$ cat src/design/i2cbm_pkg.sv
// Package for the I2C bit-level master: transaction payload types and constants.
// Used by every module in the design folder; depends on nothing.
package i2cbm_pkg;

  typedef struct packed {
    logic [2:0] mode;
    logic [7:0] tx_byte;
    logic       send_ack;
    logic       sda_sample;
  } in_t;

  typedef struct packed {
    logic       scl_level;
    logic       sda_level;
    logic       busy_res;
    logic       done_res;
    logic [7:0] rx_data;
    logic       ack_failed;
  } out_t;

  localparam logic [2:0] ModeStart = 3'd1;
  localparam logic [2:0] ModeStop  = 3'd2;
  localparam logic [2:0] ModeWrite = 3'd3;
  localparam logic [2:0] ModeWait  = 3'd4;
  localparam logic [2:0] ModeRead  = 3'd5;

  localparam logic [15:0] AckLimitReset = 16'd500;

  localparam logic [4:0] TicksStart   = 5'd4;
  localparam logic [4:0] TicksStopMid = 5'd1;
  localparam logic [4:0] TicksBit     = 5'd5;
  localparam logic [4:0] TicksWait    = 5'd1;
  localparam logic [4:0] TicksAckLow  = 5'd20;
  localparam logic [4:0] TicksAckHigh = 5'd2;

endpackage

$ cat src/design/i2c_bit_level_master.sv
// Top level of the I2C bit-level master: input register, sequencer and result queue.
// Depends on i2cbm_pkg, i2cbm_ctrl and i2cbm_outq.
//
// Each input transaction is one microsecond tick: the sampled SDA level and, while
// the sequencer is idle, an optional command (start, stop, write byte, wait for
// acknowledge, read byte). Each tick yields exactly one result transaction with the
// SCL and SDA drive levels, busy and done flags, the last received byte and the
// acknowledge failure flag. Commands given while busy are ignored.
// A tick is held in the input register, then stepped through the sequencer, and its
// result is registered in a two-entry queue, from which it is offered.
// One tick is taken per cycle while in_stall is low, one sequencer step per tick.
// When the receiver stalls, results collect in the queue; once it holds two and a tick
// waits in the input register, the input channel stalls until the receiver takes one.
// The timeout register is written through cfg_we and cfg_data; write it only while no
// command is running, as the block itself does not enforce this.
// Reset empties the queue and the input register, returns the sequencer to idle
// with both lines released high, and sets the timeout limit to 500.
module i2c_bit_level_master (
  input  logic             clk,
  input  logic             rst,
  input  logic             in_valid,
  output logic             in_stall,
  input  i2cbm_pkg::in_t   in_data,
  output logic             out_valid,
  input  logic             out_stall,
  output i2cbm_pkg::out_t  out_data,
  input  logic             cfg_we,
  input  logic [15:0]      cfg_data
);

  logic             tick_valid;
  i2cbm_pkg::in_t   tick;
  logic             full;
  logic             step;
  i2cbm_pkg::out_t  result;

  assign in_stall = tick_valid && full;
  assign step     = tick_valid && !full;

  always_ff @(posedge clk) begin
    if (rst) begin
      tick_valid <= 1'b0;
    end else if (!in_stall) begin
      tick_valid <= in_valid;
    end
  end

  always_ff @(posedge clk) begin
    if (!in_stall) begin
      tick <= in_data;
    end
  end

  i2cbm_ctrl u_ctrl (
    .clk      (clk),
    .rst      (rst),
    .cfg_we   (cfg_we),
    .cfg_data (cfg_data),
    .step     (step),
    .tick     (tick),
    .result   (result)
  );

  i2cbm_outq u_outq (
    .clk       (clk),
    .rst       (rst),
    .push      (step),
    .push_data (result),
    .full      (full),
    .valid     (out_valid),
    .stall     (out_stall),
    .data      (out_data)
  );

endmodule

$ cat src/design/i2cbm_ctrl.sv
// Bus sequencer state and the per-tick step that turns one tick into one result.
// Uses i2cbm_pkg for the payload types, command codes and segment lengths.
module i2cbm_ctrl (
  input  logic              clk,
  input  logic              rst,
  input  logic              cfg_we,
  input  logic [15:0]       cfg_data,
  input  logic              step,
  input  i2cbm_pkg::in_t    tick,
  output i2cbm_pkg::out_t   result
);

  localparam logic [4:0] PH_IDLE   = 5'd0;
  localparam logic [4:0] PH_ST1    = 5'd1;
  localparam logic [4:0] PH_ST2    = 5'd2;
  localparam logic [4:0] PH_ST3    = 5'd3;
  localparam logic [4:0] PH_SP1    = 5'd4;
  localparam logic [4:0] PH_SP2    = 5'd5;
  localparam logic [4:0] PH_SP3    = 5'd6;
  localparam logic [4:0] PH_WR_SET = 5'd7;
  localparam logic [4:0] PH_WR_HI  = 5'd8;
  localparam logic [4:0] PH_WR_LO  = 5'd9;
  localparam logic [4:0] PH_WA1    = 5'd10;
  localparam logic [4:0] PH_WA2    = 5'd11;
  localparam logic [4:0] PH_WA_SMP = 5'd12;
  localparam logic [4:0] PH_RD_LO  = 5'd13;
  localparam logic [4:0] PH_RD_HI  = 5'd14;
  localparam logic [4:0] PH_AK1    = 5'd15;
  localparam logic [4:0] PH_AK2    = 5'd16;
  localparam logic [4:0] PH_AK3    = 5'd17;

  logic [15:0] ack_timeout_limit;
  logic [4:0]  phase, phase_next;
  logic [4:0]  delay_count, delay_count_next;
  logic [3:0]  bit_index, bit_index_next;
  logic [7:0]  shift_value, shift_value_next;
  logic [15:0] timeout_count, timeout_count_next;
  logic        clock_drive, clock_drive_next;
  logic        data_drive, data_drive_next;
  logic        ack_choice, ack_choice_next;
  logic        fail_flag, fail_flag_next;
  logic [7:0]  rx_hold, rx_hold_next;

  logic        do_enter;
  logic        do_sample;
  logic        do_finish;
  logic [4:0]  target;
  logic [3:0]  bit_inc;

  always_comb begin
    phase_next         = phase;
    delay_count_next   = delay_count;
    bit_index_next     = bit_index;
    shift_value_next   = shift_value;
    timeout_count_next = timeout_count;
    clock_drive_next   = clock_drive;
    data_drive_next    = data_drive;
    ack_choice_next    = ack_choice;
    fail_flag_next     = fail_flag;
    rx_hold_next       = rx_hold;
    do_enter           = 1'b0;
    do_sample          = 1'b0;
    do_finish          = 1'b0;
    target             = PH_IDLE;
    bit_inc            = bit_index + 4'd1;

    if (phase == PH_IDLE) begin
      bit_index_next = 4'd0;
      case (tick.mode)
        i2cbm_pkg::ModeStart: begin
          do_enter = 1'b1;
          target   = PH_ST1;
        end
        i2cbm_pkg::ModeStop: begin
          do_enter = 1'b1;
          target   = PH_SP1;
        end
        i2cbm_pkg::ModeWrite: begin
          shift_value_next = tick.tx_byte;
          do_enter         = 1'b1;
          target           = PH_WR_SET;
        end
        i2cbm_pkg::ModeWait: begin
          timeout_count_next = 16'd0;
          fail_flag_next     = 1'b0;
          do_enter           = 1'b1;
          target             = PH_WA1;
        end
        i2cbm_pkg::ModeRead: begin
          ack_choice_next  = tick.send_ack;
          shift_value_next = 8'd0;
          do_enter         = 1'b1;
          target           = PH_RD_LO;
        end
        default: begin
        end
      endcase
    end else if (phase == PH_WA_SMP) begin
      do_sample = 1'b1;
    end else if (delay_count > 5'd1) begin
      delay_count_next = delay_count - 5'd1;
    end else begin
      case (phase)
        PH_ST1:    begin do_enter = 1'b1; target = PH_ST2;    end
        PH_ST2:    begin do_enter = 1'b1; target = PH_ST3;    end
        PH_SP1:    begin do_enter = 1'b1; target = PH_SP2;    end
        PH_SP2:    begin do_enter = 1'b1; target = PH_SP3;    end
        PH_WR_SET: begin do_enter = 1'b1; target = PH_WR_HI;  end
        PH_WR_HI:  begin do_enter = 1'b1; target = PH_WR_LO;  end
        PH_WA1:    begin do_enter = 1'b1; target = PH_WA2;    end
        PH_WA2:    begin do_enter = 1'b1; target = PH_WA_SMP; end
        PH_RD_LO:  begin do_enter = 1'b1; target = PH_RD_HI;  end
        PH_AK1:    begin do_enter = 1'b1; target = PH_AK2;    end
        PH_AK2:    begin do_enter = 1'b1; target = PH_AK3;    end
        PH_WR_LO: begin
          shift_value_next = {shift_value[6:0], 1'b0};
          bit_index_next   = bit_inc;
          if (bit_inc[3]) begin
            do_finish = 1'b1;
          end else begin
            do_enter = 1'b1;
            target   = PH_WR_SET;
          end
        end
        PH_RD_HI: begin
          bit_index_next = bit_inc;
          do_enter       = 1'b1;
          if (bit_inc[3]) begin
            rx_hold_next = shift_value;
            target       = PH_AK1;
          end else begin
            target = PH_RD_LO;
          end
        end
        default: begin
          do_finish = 1'b1;
        end
      endcase
    end

    if (do_enter) begin
      phase_next = target;
      case (target)
        PH_ST1: begin
          clock_drive_next = 1'b1; data_drive_next = 1'b1;
          delay_count_next = i2cbm_pkg::TicksStart;
        end
        PH_ST2: begin
          clock_drive_next = 1'b1; data_drive_next = 1'b0;
          delay_count_next = i2cbm_pkg::TicksStart;
        end
        PH_ST3, PH_SP1: begin
          clock_drive_next = 1'b0; data_drive_next = 1'b0;
          delay_count_next = i2cbm_pkg::TicksStart;
        end
        PH_SP2: begin
          clock_drive_next = 1'b1; data_drive_next = 1'b0;
          delay_count_next = i2cbm_pkg::TicksStopMid;
        end
        PH_SP3: begin
          clock_drive_next = 1'b1; data_drive_next = 1'b1;
          delay_count_next = i2cbm_pkg::TicksStart;
        end
        PH_WR_SET: begin
          clock_drive_next = 1'b0; data_drive_next = shift_value_next[7];
          delay_count_next = i2cbm_pkg::TicksBit;
        end
        PH_WR_HI: begin
          clock_drive_next = 1'b1;
          delay_count_next = i2cbm_pkg::TicksBit;
        end
        PH_WR_LO: begin
          clock_drive_next = 1'b0;
          delay_count_next = i2cbm_pkg::TicksBit;
        end
        PH_WA1: begin
          data_drive_next  = 1'b1;
          delay_count_next = i2cbm_pkg::TicksWait;
        end
        PH_WA2: begin
          clock_drive_next = 1'b1; data_drive_next = 1'b1;
          delay_count_next = i2cbm_pkg::TicksWait;
        end
        PH_WA_SMP: begin
          clock_drive_next = 1'b1; data_drive_next = 1'b1;
          delay_count_next = 5'd0;
          do_sample        = 1'b1;
        end
        PH_RD_LO: begin
          clock_drive_next = 1'b0; data_drive_next = 1'b1;
          delay_count_next = i2cbm_pkg::TicksBit;
        end
        PH_RD_HI: begin
          clock_drive_next = 1'b1; data_drive_next = 1'b1;
          delay_count_next = i2cbm_pkg::TicksBit;
          shift_value_next = {shift_value_next[6:0], tick.sda_sample};
        end
        PH_AK1: begin
          clock_drive_next = 1'b0;
          data_drive_next  = ~ack_choice_next;
          delay_count_next = ack_choice_next ? i2cbm_pkg::TicksAckLow : i2cbm_pkg::TicksBit;
        end
        PH_AK2: begin
          clock_drive_next = 1'b1;
          delay_count_next = ack_choice_next ? i2cbm_pkg::TicksAckHigh : i2cbm_pkg::TicksBit;
        end
        PH_AK3: begin
          clock_drive_next = 1'b0;
          delay_count_next = 5'd0;
          do_finish        = 1'b1;
        end
        default: begin
          do_finish = 1'b1;
        end
      endcase
    end

    if (do_sample) begin
      if (!tick.sda_sample) begin
        clock_drive_next = 1'b0;
        do_finish        = 1'b1;
      end else if (timeout_count_next >= ack_timeout_limit) begin
        fail_flag_next   = 1'b1;
        phase_next       = PH_SP1;
        clock_drive_next = 1'b0;
        data_drive_next  = 1'b0;
        delay_count_next = i2cbm_pkg::TicksStart;
      end else begin
        timeout_count_next = timeout_count_next + 16'd1;
      end
    end

    if (do_finish) begin
      phase_next       = PH_IDLE;
      delay_count_next = 5'd0;
    end

    result.scl_level  = clock_drive_next;
    result.sda_level  = data_drive_next;
    result.busy_res   = (phase_next != PH_IDLE);
    result.done_res   = do_finish;
    result.rx_data    = rx_hold_next;
    result.ack_failed = fail_flag_next;
  end

  always_ff @(posedge clk) begin
    if (rst) begin
      ack_timeout_limit <= i2cbm_pkg::AckLimitReset;
    end else if (cfg_we) begin
      ack_timeout_limit <= cfg_data;
    end
  end

  always_ff @(posedge clk) begin
    if (rst) begin
      phase         <= PH_IDLE;
      delay_count   <= 5'd0;
      bit_index     <= 4'd0;
      shift_value   <= 8'd0;
      timeout_count <= 16'd0;
      clock_drive   <= 1'b1;
      data_drive    <= 1'b1;
      ack_choice    <= 1'b0;
      fail_flag     <= 1'b0;
      rx_hold       <= 8'd0;
    end else if (step) begin
      phase         <= phase_next;
      delay_count   <= delay_count_next;
      bit_index     <= bit_index_next;
      shift_value   <= shift_value_next;
      timeout_count <= timeout_count_next;
      clock_drive   <= clock_drive_next;
      data_drive    <= data_drive_next;
      ack_choice    <= ack_choice_next;
      fail_flag     <= fail_flag_next;
      rx_hold       <= rx_hold_next;
    end
  end

endmodule

$ cat src/design/i2cbm_outq.sv
// Two-entry result queue that holds finished results while the receiver stalls.
// Uses i2cbm_pkg for the result payload type.
module i2cbm_outq (
  input  logic             clk,
  input  logic             rst,
  input  logic             push,
  input  i2cbm_pkg::out_t  push_data,
  output logic             full,
  output logic             valid,
  input  logic             stall,
  output i2cbm_pkg::out_t  data
);

  i2cbm_pkg::out_t entry [2];
  logic       head;
  logic [1:0] count;
  logic       pop;
  logic       tail;

  assign valid = (count != 2'd0);
  assign full  = (count == 2'd2);
  assign data  = entry[head];
  assign pop   = valid && !stall;
  assign tail  = head ^ count[0];

  always_ff @(posedge clk) begin
    if (push) begin
      entry[tail] <= push_data;
    end
  end

  always_ff @(posedge clk) begin
    if (rst) begin
      head  <= 1'b0;
      count <= 2'd0;
    end else begin
      if (pop) begin
        head <= ~head;
      end
      count <= count + {1'b0, push} - {1'b0, pop};
    end
  end

endmodule
$ cat config.mk
export PLATFORM = sky130hd
export DESIGN_NAME = i2c_bit_level_master
export DESIGN_NICKNAME = d
export VERILOG_FILES = /design/src/design/i2cbm_pkg.sv /design/src/design/i2c_bit_level_master.sv /design/src/design/i2cbm_ctrl.sv /design/src/design/i2cbm_outq.sv
export SDC_FILE = /design/constraint.sdc
export NUM_CORES = 1
export LEC_CHECK = 0
export BUFFER_PORTS_ARGS = -buffer_cell sky130_fd_sc_hd__buf_2
export CORE_ASPECT_RATIO = 1.2
export CORE_MARGIN = 5
export CORE_UTILIZATION = 62
export CTS_CLUSTER_SIZE = 12
export DETAILED_ROUTE_END_ITERATION = 7
export PLACE_DENSITY = 0.92
export SETUP_SLACK_MARGIN = 0.5
export SKIP_CTS_REPAIR_TIMING = 1
export SYNTH_ARGS = -nofsm -noshare
export SYNTH_HDL_FRONTEND = slang
export SYNTH_SLANG_ARGS = --single-unit
$ cat constraint.sdc
create_clock -name clk -period 6.9 [get_ports clk]
set_input_delay 0.345 -clock clk [delete_from_list [all_inputs] [get_ports clk]]
set_output_delay 0.345 -clock clk [all_outputs]
set_load 0.02 [all_outputs]
[Word-level counts from Yosys, hierarchy flattened]
Memory sizes are Yosys's and may differ from the RTL's. A register that Yosys moved wholly into a read port is not among the register bits.
Cells that the tools add are included.
Storage, ports and cells
  register bits after elaboration: 83
  latch bits: 0
  bits in writable memories: 26
  bits in read-only memories: 0
  input port bits: 34
  output and inout port bits: 15
  logic and storage cells: 174
  memories kept: 1
Memories
  u_outq.entry: depth 2, width 13, read ports 1, clocked after memory_dff 1, write ports 1, RTL line i2cbm_outq.sv:14  | i2cbm_pkg::out_t entry [2];
Operators by class
  add/subtract/negate cells: 5
  multipliers: 0
  div/mod/pow operators: 0
  $lt $le $gt $ge: 2
  eq/ne operators: 39
  shift operators: 0
  mux-type cells: 84
  bitwise logic cells: 3
  reduce and logical (&&, ||, !) cells: 22
Operators by type and width (count)
  8-bit two-way mux: 11
  5-bit two-way mux: 17
  5-bit by 4-bit == test with 1-bit output (second input constant): 16
  16-bit two-way mux: 5
  5-bit case mux with 13 select lines: 1
  1-bit two-way mux: 36
  5-bit by 3-bit == test with 1-bit output (second input constant): 7
  5-bit case mux with 6 select lines: 1
  4-bit case mux with 5 select lines: 1
  16-bit by 1-bit adder with 16-bit output (second input constant): 1
  16-bit >= comparator: 1
  4-bit two-way mux: 4
  8-bit case mux with 2 select lines: 1
  16-bit OR reduction: 1
  5-bit by 2-bit == test with 1-bit output (second input constant): 3
  5-bit == test (second input constant): 3
  5-bit OR reduction: 3
  7-bit OR reduction: 2
  12-bit OR reduction: 1
  5-bit by 1-bit == test with 1-bit output (second input constant): 2
  9-bit OR reduction: 1
  3-bit by 2-bit == test with 1-bit output (second input constant): 2
  3-bit == test (second input constant): 2
  3-bit two-way mux: 2
  other kinds (22): 31

[Logic depth before layout (Yosys ltp)]
  depth after elaboration: 14
  gate-level depth with buffers: 21
  mapped depth without buffers: 17

[Cells and area by module]
A second synthesis with hierarchy kept.
Unflattened totals
  cells, all modules: 716
  area, all modules: 6612.6 µm²
By module, submodules not included
  i2cbm_ctrl: times used 1, cells each 635, area an instance 5022.3 µm², seq. area each 1321.3 µm²
  i2cbm_outq: times used 1, cells each 62, area an instance 1157.4 µm², seq. area each 860.8 µm²
  i2c_bit_level_master: times used 1, cells each 19, area an instance 432.9 µm², seq. area each 410.4 µm²

[Worst setup path before layout]
OpenSTA, ideal clock, no wires.
  kind: flip-flop to flip-flop
  start point: register u_ctrl.delay_count[1]
  end point: register u_ctrl.timeout_count[15]
  library setup time: 0.128 ns
  arrival: 3.720 ns
  data required time: 6.772 ns
  slack: 3.053 ns
  cell stages (with the launch flop): 22
  path buffers: 4
  period minus slack after synthesis: 3.847 ns
  cells stage by stage: dfxtp_1 inv_1 ha_1 o21bai_1 and2_1 clkbuf_1 a21oi_1 o22a_1 buf_2 nand3_1 clkbuf_1 and2_1 ha_1 a22oi_1 nand3_1 o221ai_1 nand4_1 a211oi_4 buf_4 nand4_1 xnor2_1 nor2_1
Between the ends
  longest elaborated chain between the ends: 8
  elaborated cells on any way between the ends: 11
  those cells by class: 1 x order compare; 1 x eq/ne; 9 x mux
RTL lines
  from (decl): RTL line i2cbm_ctrl.sv:34  | logic [4:0] delay_count, delay_count_next;
  from (signal assigned): RTL line i2cbm_ctrl.sv:268  | delay_count <= delay_count_next;
  5-bit by 1-bit greater-than comparator with 1-bit output (*): RTL line i2cbm_ctrl.sv:100  | end else if (delay_count > 5'd1) begin
  5-bit two-way mux: RTL line i2cbm_ctrl.sv:100
  5-bit two-way mux: RTL line i2cbm_ctrl.sv:98  | end else if (phase == PH_WA_SMP) begin
  5-bit two-way mux: RTL line i2cbm_ctrl.sv:67  | if (phase == PH_IDLE) begin
  5-bit by 4-bit == test with 1-bit output: RTL line i2cbm_ctrl.sv:143  | case (target)
  1-bit two-way mux: RTL line i2cbm_ctrl.sv:143
  1-bit two-way mux (*): RTL line i2cbm_ctrl.sv:141  | if (do_enter) begin
  16-bit two-way mux (*): RTL line i2cbm_ctrl.sv:218  | if (do_sample) begin
  to (signal assigned): RTL line i2cbm_ctrl.sv:271  | timeout_count <= timeout_count_next;
  to (decl): RTL line i2cbm_ctrl.sv:37  | logic [15:0] timeout_count, timeout_count_next;
Every way passes the cells marked *; elsewhere a longest branch is shown, timed or not.
A chain may end at the register's enable or synchronous reset.

[Worst setup path in the final report]
  start point: register u_ctrl.phase[0]
  end point: register u_ctrl.timeout_count[9]
Between the ends
  longest elaborated chain between the ends: 9
  elaborated cells on any way between the ends: 35
  those cells by class: 1 x add/sub; 1 x order compare; 15 x eq/ne; 16 x mux; 2 x reduce/logical
RTL lines
  from (decl): RTL line i2cbm_ctrl.sv:33  | logic [4:0] phase, phase_next;
  from (signal assigned): RTL line i2cbm_ctrl.sv:267  | phase <= phase_next;
  5-bit by 4-bit == test with 1-bit output (tied with other cells): RTL line i2cbm_ctrl.sv:103  | case (phase)
  5-bit case mux with 13 select lines: RTL line i2cbm_ctrl.sv:103
  5-bit two-way mux: RTL line i2cbm_ctrl.sv:100
  5-bit two-way mux: RTL line i2cbm_ctrl.sv:98
  5-bit two-way mux: RTL line i2cbm_ctrl.sv:67
  5-bit by 4-bit == test with 1-bit output: RTL line i2cbm_ctrl.sv:143
  1-bit two-way mux: RTL line i2cbm_ctrl.sv:143
  1-bit two-way mux: RTL line i2cbm_ctrl.sv:141
  16-bit two-way mux (*): RTL line i2cbm_ctrl.sv:218
Marks and branches as above.

==> results.py <==
metrics = {
    "run_status": {
        "outcome": "finished with violations",
        "failed_checks": "design-rule violations",
    },
    "critical_path": {
        "critical_path_required_ns": 7.17,
        "crit_end_element": "register",
        "worst_r2r_path_depth": 15,
        "critPathArrivalTime_ns": 6.13,
        "start_kind": "register",
        "crit_fanout": 28,
        "timing_worst_setup_path_type": "reg2reg",
    },
    "timing": {
        "hold_viol_final": 0,
        "hold_ws_ns": 0.161,
        "worst_slew_margin_rel": 0.251,
        "maxClockFrequency_ghz": 0.171,
        "worst_slack_ns": 1.04,
        "clock-skew-final_ns": 0.00751,
        "worst-slew-pin-transition_ns": 1.12,
        "setup_viol": 0,
        "layout_min_cycle_time_ns": 5.86,
        "slew_viol_final": 0,
        "rsz_0062_raised_after_global_routing": "no",
        "fin_tns_setup_ns": 0,
        "fin_crit_sh": 0.850,
    },
    "detailed_routing": {
        "drt-initial-drc-count": 681,
        "drt_drc_violations_left": 1,
        "route.detailed.wl_per_inst_microns": 17.3,
        "viasPerCell": 6.29,
        "routed-via-count": 5393,
        "drt.antenna.violating_nets": 0,
        "wirelength_microns": 14800,
        "firstDrtPassIters": 8,
    },
    "synthesis": {
        "synth_area_leader_cell": "sky130_fd_sc_hd__dfxtp_1",
        "post_synthesis_simple_gate_area_fraction": 0.240,
        "ys_top_cells_by_area": "sky130_fd_sc_hd__dfxtp_1 (23%), sky130_fd_sc_hd__edfxtp_1 (19%), sky130_fd_sc_hd__nor2_1 (4.9%)",
        "synth_enable_flop_cells": 39,
        "synthAdderAreaFrac": 0.0441,
        "synthesis.area_per_instance_sq_um": 8.80,
        "synth_warnings": 0,
        "postSynthRegisterBits": 110,
        "async_reset_ff_frac": 0,
        "syn_inst": 709,
        "synth_top_area_frac": 0.228,
        "synth_top_family_by_area": "simple AND/OR/NAND/NOR gates",
        "synth.cell_area_sq_um": 6240,
        "synth_sequential_area_ratio": 0.415,
        "synthesis.nets": 765,
        "synthFlopType": "sky130_fd_sc_hd__dfxtp_1",
        "synth_compound_area_frac": 0.154,
        "synthMuxAreaShare": 0.0736,
        "synth_cell_type_count": 71,
        "synthXorXnorAreaFrac": 0.0253,
    },
    "place": {
        "place_congestion": 0.940,
        "dp.final_hpwl_microns": 10400,
        "place_ws_ns": 1.29,
        "place.port_buffers": 48,
    },
    "grt": {
        "globalRoute.totalOverflow": 0,
        "antenna_found_initial": 0,
        "global_route.usage.met2": 0.410,
        "grt_usage": 0.246,
        "use_met3": 0.0494,
        "met1_usage": 0.312,
        "wire_length_of_the_first_global_routing_pass_microns": 24300,
        "number_of_global_route_vias_before_repair": 5136,
        "grt_most_used_layer": "met2",
        "grt_start_max_net_pins": 59,
    },
    "die": {
        "horizontal_die_dimension_microns": 102,
        "height_of_the_die_microns": 120,
        "dieArea_sq_um": 12200,
        "placementRows": 40,
        "placeableCoreArea_sq_um": 9910,
        "io_pins": 49,
        "starting_density_of_the_core": 0.630,
    },
    "cells_and_area": {
        "antennaDiodeCount": 0,
        "ff_latch_area_sq_um": 2590,
        "layout.nets": 783,
        "multi_input_area_sq_um": 3350,
        "layout.filler_cells": 733,
        "areaGrowthSynthToFinish_pct": 8.50,
        "post_route_cells_drive_above_1_share": 0.142,
    },
    "hold_path": {
        "hold_class": "in2reg",
        "worstHoldPathCells": 1,
    },
    "clock_tree": {
        "clockRootBuffer": "sky130_fd_sc_hd__clkbuf_16",
        "clock_tree.buffer_depth": 2,
        "cts_buffers": 9,
        "cts_sinks": 110,
        "cts-htree-levels": 3,
        "clk_pin_slew_worst_paths_ns": 0.07,
        "tritoncts_clock_tree": "yes",
        "clock_latency_ns": 0.35,
    },
    "pwr": {
        "cellLeakagePower_nw": 2.76,
        "cellPowerDensity_nw_per_um2": 287,
        "power.ir.vdd_worst_mv": 0.120,
    },
    "flow_run": {
        "drv.max_cap_violation_count": 0,
    },
}
[metal layers]
layer	vias up	wire (microns)
met3	61	1110
met4	0	470
met1	2500	5780
met2	283	7450
met5	-	0
li1	2549	-
[cells by family after synthesis]
logic type / after synthesis
buffers and inverters: 72
AND/OR/NAND/NOR: 299
AO/OA/AOI/OAI: 145
adder cells (fa/ha/maj): 22
XOR/XNOR: 18
flip-flops: 110
multiplexers: 43
[where the power goes]
| part | internal (mW) | total [mW] | switching [mW] |
|---|---|---|---|
| sequential | 0.754 | 0.822 | 0.0674 |
| combinational | 0.214 | 0.581 | 0.368 |
| clock | 0.305 | 0.539 | 0.234 |
| total | 1.27 | 1.94 | 0.669 |
[layout make-up]
cell class	count	share of cell area
clock inverters	4	0.00758
flip-flops and latches	110	0.383
clock buffers	12	0.0381
multi-input cells	527	0.495
repair buffers	49	0.0366
well taps	126	0.0233
inverters	30	0.0166
[final timing paths]
| kind | slack [ns] | endpoint | start |
|---|---|---|---|
| setup / recovery | 1.04 | u_ctrl.timeout_count[9] | u_ctrl.phase[0] |
| hold / removal | 0.16 | tick[4] | in_data[4] |
| setup reg to reg | 1.04 | u_ctrl.timeout_count[9] | u_ctrl.phase[0] |
| hold reg to reg | 0.49 | u_ctrl.bit_index[2] | u_ctrl.bit_index[2] |
[per-stage QoR]
step,instance area [sq um],utilization,total power [mW],cells
finish,6770,0.683,1.94,858
global route,6770,0.683,2.04,858
CTS,6770,0.683,1.94,858
detailed placement,6460,0.652,1.40,842
global placement,6460,0.652,1.36,842
floorplan,6240,-,1.25,709
[cell usage after synthesis, drive strengths merged, types with 5 or more instances]
master and number:
xnor2 15, nand3b 5, nor3 19, a21oi 50, nand2b 10, mux2 23
nand4 12, nor2 82, inv 30, mux2i 20, o21ai 34, buf 19
and2 21, clkbuf 23, nor2b 7, ha 22, edfxtp 39, and3 6
nand3 35, dfxtp 71, o211ai 16, a211oi 5, nand2 79
[worst max-delay path: stages, from the launching register on]
cell,delay [ns]
sky130_fd_sc_hd__dfxtp_1,0.88
sky130_fd_sc_hd__nor2_2,0.24
sky130_fd_sc_hd__o211ai_2,0.19
sky130_fd_sc_hd__nand3_2,0.16
sky130_fd_sc_hd__o2bb2ai_1,0.74
sky130_fd_sc_hd__nand3_1,0.71
sky130_fd_sc_hd__and2_1,0.41
sky130_fd_sc_hd__ha_1,0.30
sky130_fd_sc_hd__a22oi_1,0.20
sky130_fd_sc_hd__nand3_1,0.09
sky130_fd_sc_hd__o221ai_1,0.28
sky130_fd_sc_hd__nand4_1,0.28
sky130_fd_sc_hd__a211oi_4,0.62
sky130_fd_sc_hd__nand2_2,0.17
sky130_fd_sc_hd__or3_1,0.34
sky130_fd_sc_hd__a21oi_1,0.16
[sequential cells by signal, summed over array words and instances, names as in the netlist, named ones only]
register,cells
u_outq.head,1
u_outq.entry,26
u_ctrl.phase,5
u_ctrl.ack_timeout_limit,16
u_ctrl.data_drive,1
u_outq.count,2
u_ctrl.shift_value,8
u_ctrl.rx_hold,8
u_ctrl.delay_count,5
u_ctrl.bit_index,4
u_ctrl.clock_drive,1
u_ctrl.timeout_count,16
tick_valid,1
tick,13
u_ctrl.fail_flag,1
u_ctrl.ack_choice,1
[cells in the final DEF, fill, tap and decap left out, types with 4 or more instances in the layout]
master	synthesis	layout
sky130_fd_sc_hd__a211oi_1	4	4
sky130_fd_sc_hd__a21oi_1	50	50
sky130_fd_sc_hd__a221oi_1	4	4
sky130_fd_sc_hd__a22oi_1	4	4
sky130_fd_sc_hd__and2_1	21	21
sky130_fd_sc_hd__and3_1	6	6
sky130_fd_sc_hd__and3b_1	4	4
sky130_fd_sc_hd__buf_2	12	48
sky130_fd_sc_hd__clkbuf_16	0	10
sky130_fd_sc_hd__dfxtp_1	71	71
sky130_fd_sc_hd__edfxtp_1	39	39
sky130_fd_sc_hd__ha_1	22	22
sky130_fd_sc_hd__inv_1	29	29
sky130_fd_sc_hd__mux2_2	23	23
sky130_fd_sc_hd__mux2i_1	20	20
sky130_fd_sc_hd__nand2_1	78	78
sky130_fd_sc_hd__nand2b_1	10	10
sky130_fd_sc_hd__nand3_1	33	33
sky130_fd_sc_hd__nand3b_1	5	5
sky130_fd_sc_hd__nand4_1	12	12
sky130_fd_sc_hd__nor2_1	81	81
sky130_fd_sc_hd__nor2b_1	7	7
sky130_fd_sc_hd__nor3_1	15	15
sky130_fd_sc_hd__nor3_2	4	4
sky130_fd_sc_hd__o211ai_1	14	14
sky130_fd_sc_hd__o21ai_0	30	30
sky130_fd_sc_hd__o21ai_1	4	4
sky130_fd_sc_hd__xnor2_1	15	15
No activity file was read; power rests on OpenSTA's default activity.
